**src/hw/rtl/ssks_pkg.sv**
```systemverilog
// Shared types, codes and constants of the seek steering step unit.
package ssks_pkg;

    localparam int FRAC_BITS = 16;   // fraction bits of positions and velocities
    localparam int DT_BITS   = 16;   // fraction bits of time_step

    localparam logic [3:0] CFG_SPEED_LIMIT   = 4'd0;
    localparam logic [3:0] CFG_ACCEL_LIMIT   = 4'd1;
    localparam logic [3:0] CFG_SCREEN_WIDTH  = 4'd2;
    localparam logic [3:0] CFG_SCREEN_HEIGHT = 4'd3;

    localparam logic [11:0] RST_SPEED_LIMIT   = 12'd300;
    localparam logic [11:0] RST_ACCEL_LIMIT   = 12'd800;
    localparam logic [11:0] RST_SCREEN_WIDTH  = 12'd1280;
    localparam logic [11:0] RST_SCREEN_HEIGHT = 12'd720;

    localparam logic REQ_PLACE = 1'b0;

    localparam int REC_W = 116;      // {vel_y 30, vel_x 30, pos_y 28, pos_x 28}

    typedef enum logic [2:0] {
        R_PX, R_PY, R_VX, R_VY, R_AX, R_AY, R_DX, R_DY
    } reg_idx_t;

    typedef enum logic [1:0] {
        B_SELF, B_SLIM, B_ALIM, B_DT
    } mul_b_t;

    typedef enum logic [1:0] {
        ACC_HOLD, ACC_SET, ACC_ADD
    } acc_op_t;

    typedef enum logic [3:0] {
        WR_NONE, WR_ACCEPT, WR_LOAD, WR_PLACE, WR_DIFF, WR_DV, WR_QUOT,
        WR_SHR16, WR_ADD17, WR_ADD16, WR_VEL, WR_WRAP, WR_EMIT
    } wr_op_t;

    typedef struct packed {
        wr_op_t   wr;
        reg_idx_t wr_dst;
        logic     mul_en;
        reg_idx_t mul_a;
        mul_b_t   mul_b;
        acc_op_t  acc;
        logic     sqrt_start;
        logic     div_start;
        logic     div_wrap;
        logic     div_y;
    } cmd_t;

    typedef struct packed {
        logic sqrt_busy;
        logic div_busy;
        logic root_zero;
        logic root_gt_slim;
        logic root_gt_alim;
        logic id_ok;
        logic is_place;
        logic seek;
        logic out_free;
    } status_t;

endpackage

```
**src/hw/rtl/ssks_ctrl.sv**
```systemverilog
// Controller: sequences one request through the shared datapath units.
module ssks_ctrl (
    input  logic              aclk,
    input  logic              aresetn,
    input  logic              s_tvalid,
    output logic              s_tready,
    input  ssks_pkg::status_t status,
    output ssks_pkg::cmd_t    cmd
);
    import ssks_pkg::*;

    typedef enum logic [4:0] {
        S_IDLE, S_READ, S_LOAD, S_DIFF, S_DV,
        S_SQ_A, S_SQ_B, S_SQ_C, S_SQRT, S_SQRT_W,
        S_SC_A, S_SC_B, S_SC_BW, S_SC_C, S_SC_D, S_SC_DW, S_SC_E,
        S_K1, S_K2, S_K3, S_K4, S_K5, S_K6, S_K7, S_K8,
        S_WX, S_WX_W, S_WX_E, S_WY, S_WY_W, S_WY_E, S_EMIT
    } state_t;

    // length passes: target direction, velocity change, speed clamp, accel clamp
    typedef enum logic [1:0] {P_DIST, P_DL, P_CLV, P_CLA} pass_t;

    state_t   state_reg, state_next;
    pass_t    pass_reg, pass_next;
    reg_idx_t pa, pb, da, db;
    mul_b_t   plim;
    logic     skip;

    always_comb begin
        unique case (pass_reg)
            P_DIST: begin pa = R_DX; pb = R_DY; plim = B_SLIM; da = R_DX; db = R_DY; end
            P_DL:   begin pa = R_DX; pb = R_DY; plim = B_ALIM; da = R_AX; db = R_AY; end
            P_CLV:  begin pa = R_VX; pb = R_VY; plim = B_SLIM; da = R_VX; db = R_VY; end
            P_CLA:  begin pa = R_AX; pb = R_AY; plim = B_ALIM; da = R_AX; db = R_AY; end
            default: begin pa = R_DX; pb = R_DY; plim = B_SLIM; da = R_DX; db = R_DY; end
        endcase
        unique case (pass_reg)
            P_DIST, P_DL: skip = status.root_zero;
            P_CLV:        skip = !status.root_gt_slim;
            default:      skip = !status.root_gt_alim;
        endcase
    end

    always_comb begin
        state_next = state_reg;
        pass_next  = pass_reg;
        cmd        = '{wr: WR_NONE, wr_dst: R_PX, mul_en: 1'b0, mul_a: R_PX,
                       mul_b: B_SELF, acc: ACC_HOLD, sqrt_start: 1'b0,
                       div_start: 1'b0, div_wrap: 1'b0, div_y: 1'b0};
        s_tready   = state_reg == S_IDLE;

        unique case (state_reg)
            S_IDLE: begin
                if (s_tvalid) begin
                    cmd.wr     = WR_ACCEPT;
                    state_next = S_READ;
                end
            end
            S_READ: state_next = S_LOAD;
            S_LOAD: begin
                priority if (!status.id_ok) begin
                    state_next = S_EMIT;
                end else if (status.is_place) begin
                    cmd.wr     = WR_PLACE;
                    state_next = S_EMIT;
                end else if (status.seek) begin
                    cmd.wr     = WR_LOAD;
                    state_next = S_DIFF;
                end else begin
                    cmd.wr     = WR_LOAD;
                    pass_next  = P_CLV;
                    state_next = S_SQ_A;
                end
            end
            S_DIFF: begin
                cmd.wr     = WR_DIFF;
                pass_next  = P_DIST;
                state_next = S_SQ_A;
            end
            S_DV: begin
                cmd.wr     = WR_DV;
                pass_next  = P_DL;
                state_next = S_SQ_A;
            end
            S_SQ_A: begin
                cmd.mul_en = 1'b1; cmd.mul_a = pa; cmd.mul_b = B_SELF;
                state_next = S_SQ_B;
            end
            S_SQ_B: begin
                cmd.mul_en = 1'b1; cmd.mul_a = pb; cmd.mul_b = B_SELF;
                cmd.acc    = ACC_SET;
                state_next = S_SQ_C;
            end
            S_SQ_C: begin
                cmd.acc    = ACC_ADD;
                state_next = S_SQRT;
            end
            S_SQRT: begin
                cmd.sqrt_start = 1'b1;
                state_next     = S_SQRT_W;
            end
            S_SQRT_W: begin
                if (!status.sqrt_busy) begin
                    if (!skip) begin
                        state_next = S_SC_A;
                    end else begin
                        unique case (pass_reg)
                            P_DIST, P_DL: begin pass_next = P_CLV; state_next = S_SQ_A; end
                            P_CLV:        begin pass_next = P_CLA; state_next = S_SQ_A; end
                            default:      state_next = S_K1;
                        endcase
                    end
                end
            end
            S_SC_A: begin
                cmd.mul_en = 1'b1; cmd.mul_a = pa; cmd.mul_b = plim;
                state_next = S_SC_B;
            end
            S_SC_B: begin
                cmd.div_start = 1'b1;
                state_next    = S_SC_BW;
            end
            S_SC_BW: if (!status.div_busy) state_next = S_SC_C;
            S_SC_C: begin
                cmd.wr     = WR_QUOT; cmd.wr_dst = da;
                cmd.mul_en = 1'b1; cmd.mul_a = pb; cmd.mul_b = plim;
                state_next = S_SC_D;
            end
            S_SC_D: begin
                cmd.div_start = 1'b1;
                state_next    = S_SC_DW;
            end
            S_SC_DW: if (!status.div_busy) state_next = S_SC_E;
            S_SC_E: begin
                cmd.wr = WR_QUOT; cmd.wr_dst = db;
                unique case (pass_reg)
                    P_DIST:  state_next = S_DV;
                    P_DL:    begin pass_next = P_CLV; state_next = S_SQ_A; end
                    P_CLV:   begin pass_next = P_CLA; state_next = S_SQ_A; end
                    default: state_next = S_K1;
                endcase
            end
            S_K1: begin
                cmd.mul_en = 1'b1; cmd.mul_a = R_AX; cmd.mul_b = B_DT;
                state_next = S_K2;
            end
            S_K2: begin
                cmd.wr = WR_SHR16; cmd.wr_dst = R_AX;
                cmd.mul_en = 1'b1; cmd.mul_a = R_AY; cmd.mul_b = B_DT;
                state_next = S_K3;
            end
            S_K3: begin
                cmd.wr = WR_SHR16; cmd.wr_dst = R_AY;
                cmd.mul_en = 1'b1; cmd.mul_a = R_AX; cmd.mul_b = B_DT;
                state_next = S_K4;
            end
            S_K4: begin
                cmd.wr = WR_ADD17; cmd.wr_dst = R_PX;
                cmd.mul_en = 1'b1; cmd.mul_a = R_AY; cmd.mul_b = B_DT;
                state_next = S_K5;
            end
            S_K5: begin
                cmd.wr = WR_ADD17; cmd.wr_dst = R_PY;
                cmd.mul_en = 1'b1; cmd.mul_a = R_VX; cmd.mul_b = B_DT;
                state_next = S_K6;
            end
            S_K6: begin
                cmd.wr = WR_ADD16; cmd.wr_dst = R_PX;
                cmd.mul_en = 1'b1; cmd.mul_a = R_VY; cmd.mul_b = B_DT;
                state_next = S_K7;
            end
            S_K7: begin
                cmd.wr = WR_ADD16; cmd.wr_dst = R_PY;
                state_next = S_K8;
            end
            S_K8: begin
                cmd.wr     = WR_VEL;
                state_next = S_WX;
            end
            S_WX: begin
                cmd.div_start = 1'b1; cmd.div_wrap = 1'b1; cmd.div_y = 1'b0;
                state_next    = S_WX_W;
            end
            S_WX_W: if (!status.div_busy) state_next = S_WX_E;
            S_WX_E: begin
                cmd.wr = WR_WRAP; cmd.wr_dst = R_PX;
                state_next = S_WY;
            end
            S_WY: begin
                cmd.div_start = 1'b1; cmd.div_wrap = 1'b1; cmd.div_y = 1'b1;
                state_next    = S_WY_W;
            end
            S_WY_W: if (!status.div_busy) state_next = S_WY_E;
            S_WY_E: begin
                cmd.wr = WR_WRAP; cmd.wr_dst = R_PY;
                state_next = S_EMIT;
            end
            S_EMIT: begin
                if (status.out_free) begin
                    cmd.wr     = WR_EMIT;
                    state_next = S_IDLE;
                end
            end
            default: state_next = S_IDLE;
        endcase
    end

    always_ff @(posedge aclk) begin
        if (!aresetn) begin
            state_reg <= S_IDLE;
            pass_reg  <= P_DIST;
        end else begin
            state_reg <= state_next;
            pass_reg  <= pass_next;
        end
    end
endmodule

```
**config.mk**
```make
export PLATFORM = sky130hd
export DESIGN_NAME = ssks_ctrl
export DESIGN_NICKNAME = d
export VERILOG_FILES = /design/src/hw/rtl/ssks_pkg.sv /design/src/hw/rtl/ssks_ctrl.sv
export SDC_FILE = /design/constraint.sdc
export NUM_CORES = 1
export LEC_CHECK = 0
export BUFFER_PORTS_ARGS = -buffer_cell sky130_fd_sc_hd__buf_4
export CORE_UTILIZATION = 59
export CTS_CLUSTER_SIZE = 16
export DETAILED_ROUTE_END_ITERATION = 10
export GPL_ROUTABILITY_DRIVEN = 0
export PLACE_DENSITY = 0.86
export RECOVER_POWER = 50
export SETUP_SLACK_MARGIN = 0.4
export SLEW_MARGIN = 15
export SYNTH_ARGS = -nofsm -noshare
export SYNTH_HDL_FRONTEND = slang
export SYNTH_SLANG_ARGS = --single-unit
```
**constraint.sdc**
```tcl
create_clock -name aclk -period 3.2 [get_ports aclk]
set_input_delay 0.16 -clock aclk [delete_from_list [all_inputs] [get_ports aclk]]
set_output_delay 0.16 -clock aclk [all_outputs]
set_load 0.05 [all_outputs]
```
==> flow_summary.ini, run 1 <==
[yosys]
syn_inst = 207
synthTopCellsByCount = nand2_1 (27), nor2_1 (22), a21oi_1 (19)
synth_most_common_cell = nand2_1
synth_fp_nets = 219
syn_avg_cell_area_sq_um = 6.866
ys_types = 54
synthTopCellsByArea = dfxtp_1 (9.9%), nand2_1 (7.1%), a21oi_1 (6.7%)
yosys_warnings = 0
synth_area_leader_cell = dfxtp_1
synth_area_sq_um = 1421
ys_seq_area_frac = 0.09859
synth-main-ff-cell = dfxtp_1
synth_top_area_share = 0.09859
synth-seq-cells = 7
async_flop_share = 0
synth_edf_count = 0

[cells_and_area]
area_growth_pct = 9.771
final_layout_size_suffix_gt1_frac = 0.2159
fillers = 218
fin_nets = 240
largest_reg_flops = 5
diodes = 0

[global_routing]
use_met1 = 0.4440
antenna_found_initial = 0
grt.busiest_layer = met2
grtUsageMet2 = 0.5724
first_global_vias = 1465
use_met3 = 0.03274
track_usage = 0.3478
grt_max_degree = 33
overflow = 0
grt_first_pass_wirelength_um = 6844

[place]
hpwl_um = 3112
place_ws_ns = 1.021
portBuffers = 31

[hold_path]
hold_path_class = primary input to register

[clock_network]
cts_resized = 0
cts_setup_buffers = 0
cts.htree.levels = 1
cts_num_sinks = 7
cts_tree = done
clockBufferDepth = 2
clk_pin_slew_ns = 0.05
clk_latency_ns = 0.25
cts.root.buffer_cell = clkbuf_4
postCtsHoldBufs = 0
cts_buffers = 3

[floorplanning]
initial_core_util = 0.6364
die_x_um = 51.08
fp.dieH_um = 51.08
dieArea_sq_um = 2609
ios = 32
row_count = 17
core_area_sq_um = 2233

[worst_setup_path]
crit_fanout = 22
cp.arrival_ns = 2.44
path_class = register to output port
crit_path_start_kind = register
cp.required_ns = 3.04
end_kind = output port

[timing]
setup_ws_ns = 0.6040
finalSetupTns_ns = 0
slew_headroom = 0.3312
clock.fmax_mhz = 385.2
setup_viol = 0
hold_violations = 0
drv_slew = 0
skew_ns = 0.002685
rsz0062_at_grt = no
finalCritPeriodShare = 0.8112
min_period_ns = 2.596
max_slew.worst_pin.slew_ns = 1.002

[detailed_routing]
firstDrtPassIters = 5
num_vias = 1705
remaining_drc_errors = 0
drtIter0Drc = 135
vias_per_cell = 6.686
post_drt_wl_per_cell_um = 16.69
ant_nets = 0
drt_wl_total_um = 4255

[status]
status = finished, final reports clean

[power]
p_per_area_nw_per_um2 = 297.7
leakagePower_nw = 0.5776
ir_drop_uv = 312.5
total_power_mw = 0.4645

[job]
drv.max_cap_violation_count = 0
area by class of cell:
class	instances	area (sq um)	area share
multi-input combinational	174	1090	0.6985
timing repair buffer	37	247.7	0.1588
sequential	7	140.1	0.08982
inverter	5	21.27	0.01363
clock buffer	4	26.28	0.01684
tap	28	35.03	0.02245
metal layers:
layer | vias up | wire length (um)
li1 | 803 | -
met1 | 753 | 1721
met2 | 132 | 1987
met3 | 17 | 417
met4 | 0 | 127
met5 | - | 0
through the flow:
stage               utilization  cell area (sq um)  hold slack, ns  cells
finish                   0.6986               1560          0.2118    255
global route             0.6986               1560          0.2035    255
CTS                      0.7227               1614          0.2032    255
detailed placement       0.7109               1588          0.4683    251
global placement         0.7109               1588          0.4603    251
floorplan                     -               1421          0.3730    207
cell usage in the layout, fill, tap and decap left out, types with 3 or more instances in the layout:
cell	n
nor2b_1	6
o21ai_0	11
inv_1	4
dfxtp_1	7
a31oi_1	6
nand2_1	27
a21oi_1	19
buf_4	29
nand2b_1	7
clkbuf_1	9
nor3_1	6
nand4_1	5
nand2b_4	3
o22ai_1	3
o211ai_1	3
nand3_1	6
o221ai_1	3
nor2_1	23
o21ai_1	3
clkbuf_4	3
path summary, 6_finish.rpt:
check / slack [ns] / startpoint / depth (start not counted) / endpoint
max: 0.60 / state_reg[2] / 6 / cmd[15]
min: 0.21 / aresetn / 3 / pass_reg[1]
max reg2reg: 0.69 / state_reg[2] / 6 / state_reg[3]
min reg2reg: 0.61 / pass_reg[1] / 2 / pass_reg[1]
power breakdown:
part	internal [mW]	leakage (nW)	switching, mW
sequential	0.0941	0.0568	0.0273
clock	0.0475	0.0150	0.0309
combinational	0.0921	0.506	0.173
logic make-up after synthesis:
family,Yosys count,synth area share
flops,7,0.09859
simple gates,95,0.3627
xor+xnor,2,0.01233
compound gates,74,0.3838
mux,3,0.02465
buf+inv,26,0.1179
critical path: stages (launching register included):
cell and delay, ns:
dfxtp_1 0.83, clkbuf_1 0.34, nor2_1 0.19, nand2_1 0.25, nor3_1 0.09, a211o_1 0.29, buf_4 0.19
(Power assumes the default switching activity.)
==> run 2: changes to the inputs <==
ABC_AREA = 1   (was default)
CORE_UTILIZATION = 53   (was 59)
PLACE_DENSITY = 0.81   (was 0.86)
clock period = 2.6 ns   (was 3.2 ns; I/O delays follow)
==> run 2 against run 1 <==
  * Clock power grew 26%
  * Wire length shrank 13%
  * Synthesized area shrank 17%
  * Die area shrank 7.3%
  * Final area shrank 9.1%
  * Largest power group unchanged
  * Critical path depth is the same
  * Synthesized cell count grew 13%
  * Worst setup slack lost 0.29 ns
==> flow_summary.ini, run 2 <==
[worst_setup_path]
path_class = register to output port
ff2ff_path_depth = 8
cp.depth = 6
slowest_delay_ns = 0.55
crit_path_start_kind = register
cp_slowest_cell = nor2_1
cp_num_buf_inv = 1
critPathTopFamily = simple AND/OR/NAND/NOR gates
critPathMostFrequentCell = nor2_1
end_kind = output port
cp.required_ns = 2.47
crit_fanout = 9
cp.arrival_ns = 2.16
path_cells = nor2_1, nand3_1, nand2_1, nor2_1, a31oi_1, buf_4

[power]
total_power_mw = 1.174
ir_drop_uv = 612.9
leakagePower_nw = 0.8365
p_per_area_nw_per_um2 = 827.4

[detailed_routing]
drt_wl_total_um = 3682
num_vias = 1626
drtIter0Drc = 107
firstDrtPassIters = 5
post_drt_wl_per_cell_um = 12.65
ant_nets = 0
remaining_drc_errors = 0
vias_per_cell = 5.588

[global_routing]
overflow = 0
grt.busiest_layer = met2
grt_max_degree = 22
use_met3 = 0.05919
grt_first_pass_wirelength_um = 6044
track_usage = 0.3173
grtUsageMet2 = 0.5091
first_global_vias = 1376
use_met1 = 0.4415
antenna_found_initial = 0

[timing]
slew_headroom = 0.5486
skew_ns = 0.001674
rsz0062_at_grt = no
finalCritPeriodShare = 0.8791
drv_slew = 0
setup_viol = 0
max_slew.worst_pin.slew_ns = 0.6747
hold_violations = 0
finalSetupTns_ns = 0
clock.fmax_mhz = 437.5
min_period_ns = 2.286

[yosys]
synthMuxAreaShare = 0
synthSimpleGateAreaFrac = 0.5970
synth_fa_ha_area_frac = 0
synth-seq-cells = 7
synthTopCellsByArea = nand2_1 (22%), nand3_1 (14%), dfxtp_1 (12%)
async_flop_share = 0
synth_top_family_by_area = simple AND/OR/NAND/NOR gates
syn_avg_cell_area_sq_um = 5.042
synth_xor_area_frac = 0
synthTopCellsByCount = nand2_1 (70), nor2_1 (36), nand3_1 (32)
synth_edf_count = 0
synth-main-ff-cell = dfxtp_1
ys_types = 27
yosys_warnings = 0
ys_seq_area_frac = 0.1188
synth_compound_area_frac = 0.1410
synth_area_leader_cell = nand2_1
syn_inst = 234
synth_top_area_share = 0.2227
synth_most_common_cell = nand2_1
synth_fp_nets = 246
synth_area_sq_um = 1180

[cells_and_area]
area_growth_pct = 20.25
diodes = 0
final_layout_size_suffix_gt1_frac = 0.1780
mostFrequentLayoutCell = nand2_1
layout_common_cells = nand2_1 (71), nor2_1 (36), nand3_1 (34), inv_1 (31), buf_4 (28)
fin_nets = 277
largest_reg_flops = 5

[hold_path]
hold_path_class = primary input to register
whs_path_depth = 3

[clock_network]
clockBufferDepth = 2
cts.root.buffer_cell = clkbuf_4
clk_latency_ns = 0.25
cts_tree = done
cts_setup_buffers = 0
cts.htree.levels = 1
postCtsHoldBufs = 0
cts_buffers = 3
cts_num_sinks = 7
clk_pin_slew_ns = 0.05

[place]
portBuffers = 31
hpwl_um = 2925

[floorplanning]
initial_core_util = 0.5835
die_x_um = 49.18
core_area_sq_um = 2022
dieArea_sq_um = 2419
ios = 32
fp.dieH_um = 49.18
row_count = 16

[status]
status = finished, final reports clean

[job]
drv.max_cap_violation_count = 0
==> run 2: cell types whose count changed after synthesis, moves of 6 or more <==
cell      before  now
nand2_1       27   70
inv_1          4   30
nand3_1        6   32
nor2_1        22   36
buf_2         11    3
a21oi_1       19   12
nand2b_1       7    0
nor2b_1        6    0
==> run 2: repair_timing <==
| action | 4_1_cts | 5_1_grt |
|---|---|---|
| gates resized for setup | 1 | 4 |
| pin swaps | 0 | 0 |
| hold endpoints to repair | 0 | 0 |
| endpoints found under the setup margin | 2 | 5 |
==> run 2: worst paths after layout <==
kind	startpoint	endpoint	slack [ns]
min	aresetn	pass_reg[0]	0.13
min reg2reg	state_reg[2]	state_reg[2]	0.54
max	state_reg[1]	cmd[14]	0.31
max reg2reg	state_reg[1]	pass_reg[0]	0.63
==> run 2: power by group <==
group | switching, mW | total, mW | internal, mW
logic | 0.631 | 0.879 | 0.248
registers | 0.0566 | 0.196 | 0.140
clock network | 0.0404 | 0.0990 | 0.0586
total | 0.728 | 1.17 | 0.446
==> run 2: layer usage <==
layer,routed length [um],vias to the layer above
met5,0,-
met2,1610,100
li1,-,817
met4,59,0
met3,361,6
met1,1651,703
==> run 2: cell families (layout without fill, tap and decap cells) <==
kind of cell	after synthesis	in the layout
AOI/OAI and AO/OA	29	29
DFF	7	7
buffers and inverters	40	70
and+or+nand+nor	158	158
==> run 2: layout make-up <==
cell class                 count  area (sq um)
timing repair buffer          32         226.5
sequential                     7         146.4
tap                           27         33.78
fill                         206         603.1
clock buffer                   4         26.28
multi-input combinational    187         858.3
inverter                      34         127.6
==> run 2: per-stage QoR <==
step / hold WS, ns / utilization / instances / area, sq um / setup WS [ns]
after floorplan: 0.2504 / - / 234 / 1182 / 0.4034
after global placement: 0.3833 / 0.6999 / 287 / 1415 / 0.6726
after detailed placement: 0.4006 / 0.6999 / 287 / 1415 / 0.6630
after CTS: 0.1294 / 0.7135 / 291 / 1443 / 0.4783
after global routing: 0.1581 / 0.7017 / 291 / 1419 / 0.2320
final: 0.1321 / 0.7017 / 291 / 1419 / 0.3144
==> run 2: worst reg2reg max path, delay by kind of cell, from the launching register on <==
| family | cells | cell delay [ns] |
|---|---|---|
| flops | 1 | 0.37 |
| simple gates | 7 | 1.35 |
| buf+inv | 1 | 0.15 |
==> run 3: changes to the inputs <==
BUFFER_PORTS_ARGS = default   (was -buffer_cell sky130_fd_sc_hd__buf_4)
CORE_UTILIZATION = 63   (was 53)
DONT_BUFFER_PORTS = 1   (was default)
HOLD_SLACK_MARGIN = 0.02   (was default)
PLACE_DENSITY = 0.79   (was 0.81)
==> run 3 against run 2 <==
  * Worst setup slack got worse by 0.013 ns
  * Sequential power barely moved
  * Largest power group unchanged
  * First-iteration DRC count rose by 99%
  * Critical path depth fell by 1
  * Critical path type unchanged
==> flow_summary.ini, run 3 (same netlist as run 2, synthesis figures left out) <==
[clock_network]
cts.root.buffer_cell = clkbuf_4
cts_tree = done
cts_num_sinks = 7
clk_latency_ns = 0.25
clockBufferDepth = 2
cts.htree.levels = 1
cts_buffers = 3
clk_pin_slew_ns = 0.05

[cells_and_area]
final_layout_size_suffix_gt1_frac = 0.1336
diodes = 0
mostFrequentLayoutCell = nand2_1
fillers = 154
area_growth_pct = 11.03
fin_util = 0.7505
largest_reg_flops = 5
fin_nets = 260
layout_common_cells = nand2_1 (70), nor2_1 (35), nand3_1 (33), inv_1 (31), buf_4 (13)

[power]
p_per_area_nw_per_um2 = 871.5
leakagePower_nw = 0.7588
ir_drop_uv = 626.3

[floorplanning]
initial_core_util = 0.6760
ios = 32
dieArea_sq_um = 2050
die_x_um = 45.28
row_count = 15
fp.dieH_um = 45.28
core_area_sq_um = 1745

[timing]
rsz0062_at_grt = no
slew_headroom = 0.5302
hold_violations = 0
clock.fmax_mhz = 435.1
drv_slew = 0
finalSetupTns_ns = 0
setup_viol = 0
finalCritPeriodShare = 0.8840
skew_ns = 0.004768
max_slew.worst_pin.slew_ns = 0.7021
timing.hold.ws_ns = 0.06743
min_period_ns = 2.298

[worst_setup_path]
reg2reg_to = pass_reg[0]
cp.arrival_ns = 2.17
rrSetupSlack_ns = 0.65
end_kind = output port
crit_fanout = 9
slowest_delay_ns = 0.59
crit_path_start_kind = register
crit_end = cmd[17]
ff2ff_path_depth = 8
path_class = register to output port
cp.required_ns = 2.47
path_cells = nor2_1, nand3_2, nand2_1, nor2_1, nand3_1
cp_slowest_cell = nor2_1
critPathMostFrequentCell = nor2_1
reg2reg_from = state_reg[0]
crit_start = state_reg[0]

[detailed_routing]
firstDrtPassIters = 6
post_drt_wl_per_cell_um = 13.40
num_vias = 1661
vias_per_cell = 6.107
drt_wl_total_um = 3645
ant_nets = 0
drtIter0Drc = 213
remaining_drc_errors = 0

[global_routing]
first_global_vias = 1344
grt_max_degree = 22
overflow = 0
grt_first_pass_wirelength_um = 5789
antenna_found_initial = 0
track_usage = 0.3871

[hold_path]
hold_path_class = primary input to register

[place]
portBuffers = 0
hpwl_um = 2894

[status]
status = finished, final reports clean

[job]
drv.max_cap_violation_count = 0
==> run 3: final cells by class <==
cell class                 instances  area, sq um  share of cell area
tap                               25        31.28             0.02388
sequential                         7        141.4              0.1079
clock buffer                       4        26.28             0.02006
inverter                          34        127.6             0.09742
multi-input combinational        187        872.1              0.6657
timing repair buffer              15        111.4             0.08500
==> run 3: worst min path at each step <==
stage,cells past startpoint,from,slack [ns],endpoint
after floorplan,2,aresetn,0.25,pass_reg[0]
after global placement,2,aresetn,0.25,pass_reg[0]
after detailed placement,2,aresetn,0.26,pass_reg[0]
after CTS,2,aresetn,0.06,state_reg[2]
after global routing,2,aresetn,0.06,state_reg[4]
final,2,aresetn,0.07,state_reg[3]
==> run 3: worst max-delay path, delay by kind of cell, from the launching register on <==
family | cells | cell delay [ns]
flip-flops | 1 | 0.40
AND/OR/NAND/NOR | 5 | 1.51
==> run 3: power breakdown <==
| part | internal, mW | total (mW) | leakage (nW) | switching [mW] |
|---|---|---|---|---|
| logic | 0.224 | 0.853 | 0.686 | 0.629 |
| registers | 0.136 | 0.193 | 0.0575 | 0.0566 |
| clock network | 0.0584 | 0.0954 | 0.0150 | 0.0371 |
| total | 0.419 | 1.14 | 0.759 | 0.723 |
==> run 3: layer usage <==
| metal | global-route usage | routed length [um] | up-vias |
|---|---|---|---|
| li1 | - | - | 781 |
| met1 | 0.4758 | 1377 | 708 |
| met2 | 0.6348 | 1648 | 141 |
| met3 | 0.07600 | 459 | 31 |
| met4 | 0.2000 | 159 | 0 |
| met5 | 0 | 0 | - |
==> run 3: through the flow <==
stage	cells	power (mW)	cell area, sq um	worst slack, ns
6_report	272	1.142	1310	0.3017
5_1_grt	272	1.220	1310	0.2428
4_1_cts	272	1.135	1316	0.3667
3_5_place_dp	267	1.032	1277	0.6230
3_3_place_gp	267	1.013	1277	0.7793
2_1_floorplan	234	0.8667	1182	0.4034
==> run 3: what timing repair did <==
item | in CTS | in global routing
resized for setup | 1 | 4
buffers inserted | 0 | 0
setup endpoints to repair | 1 | 7
endpoints found under the hold margin | 3 | 0
hold buffers | 1 | 0
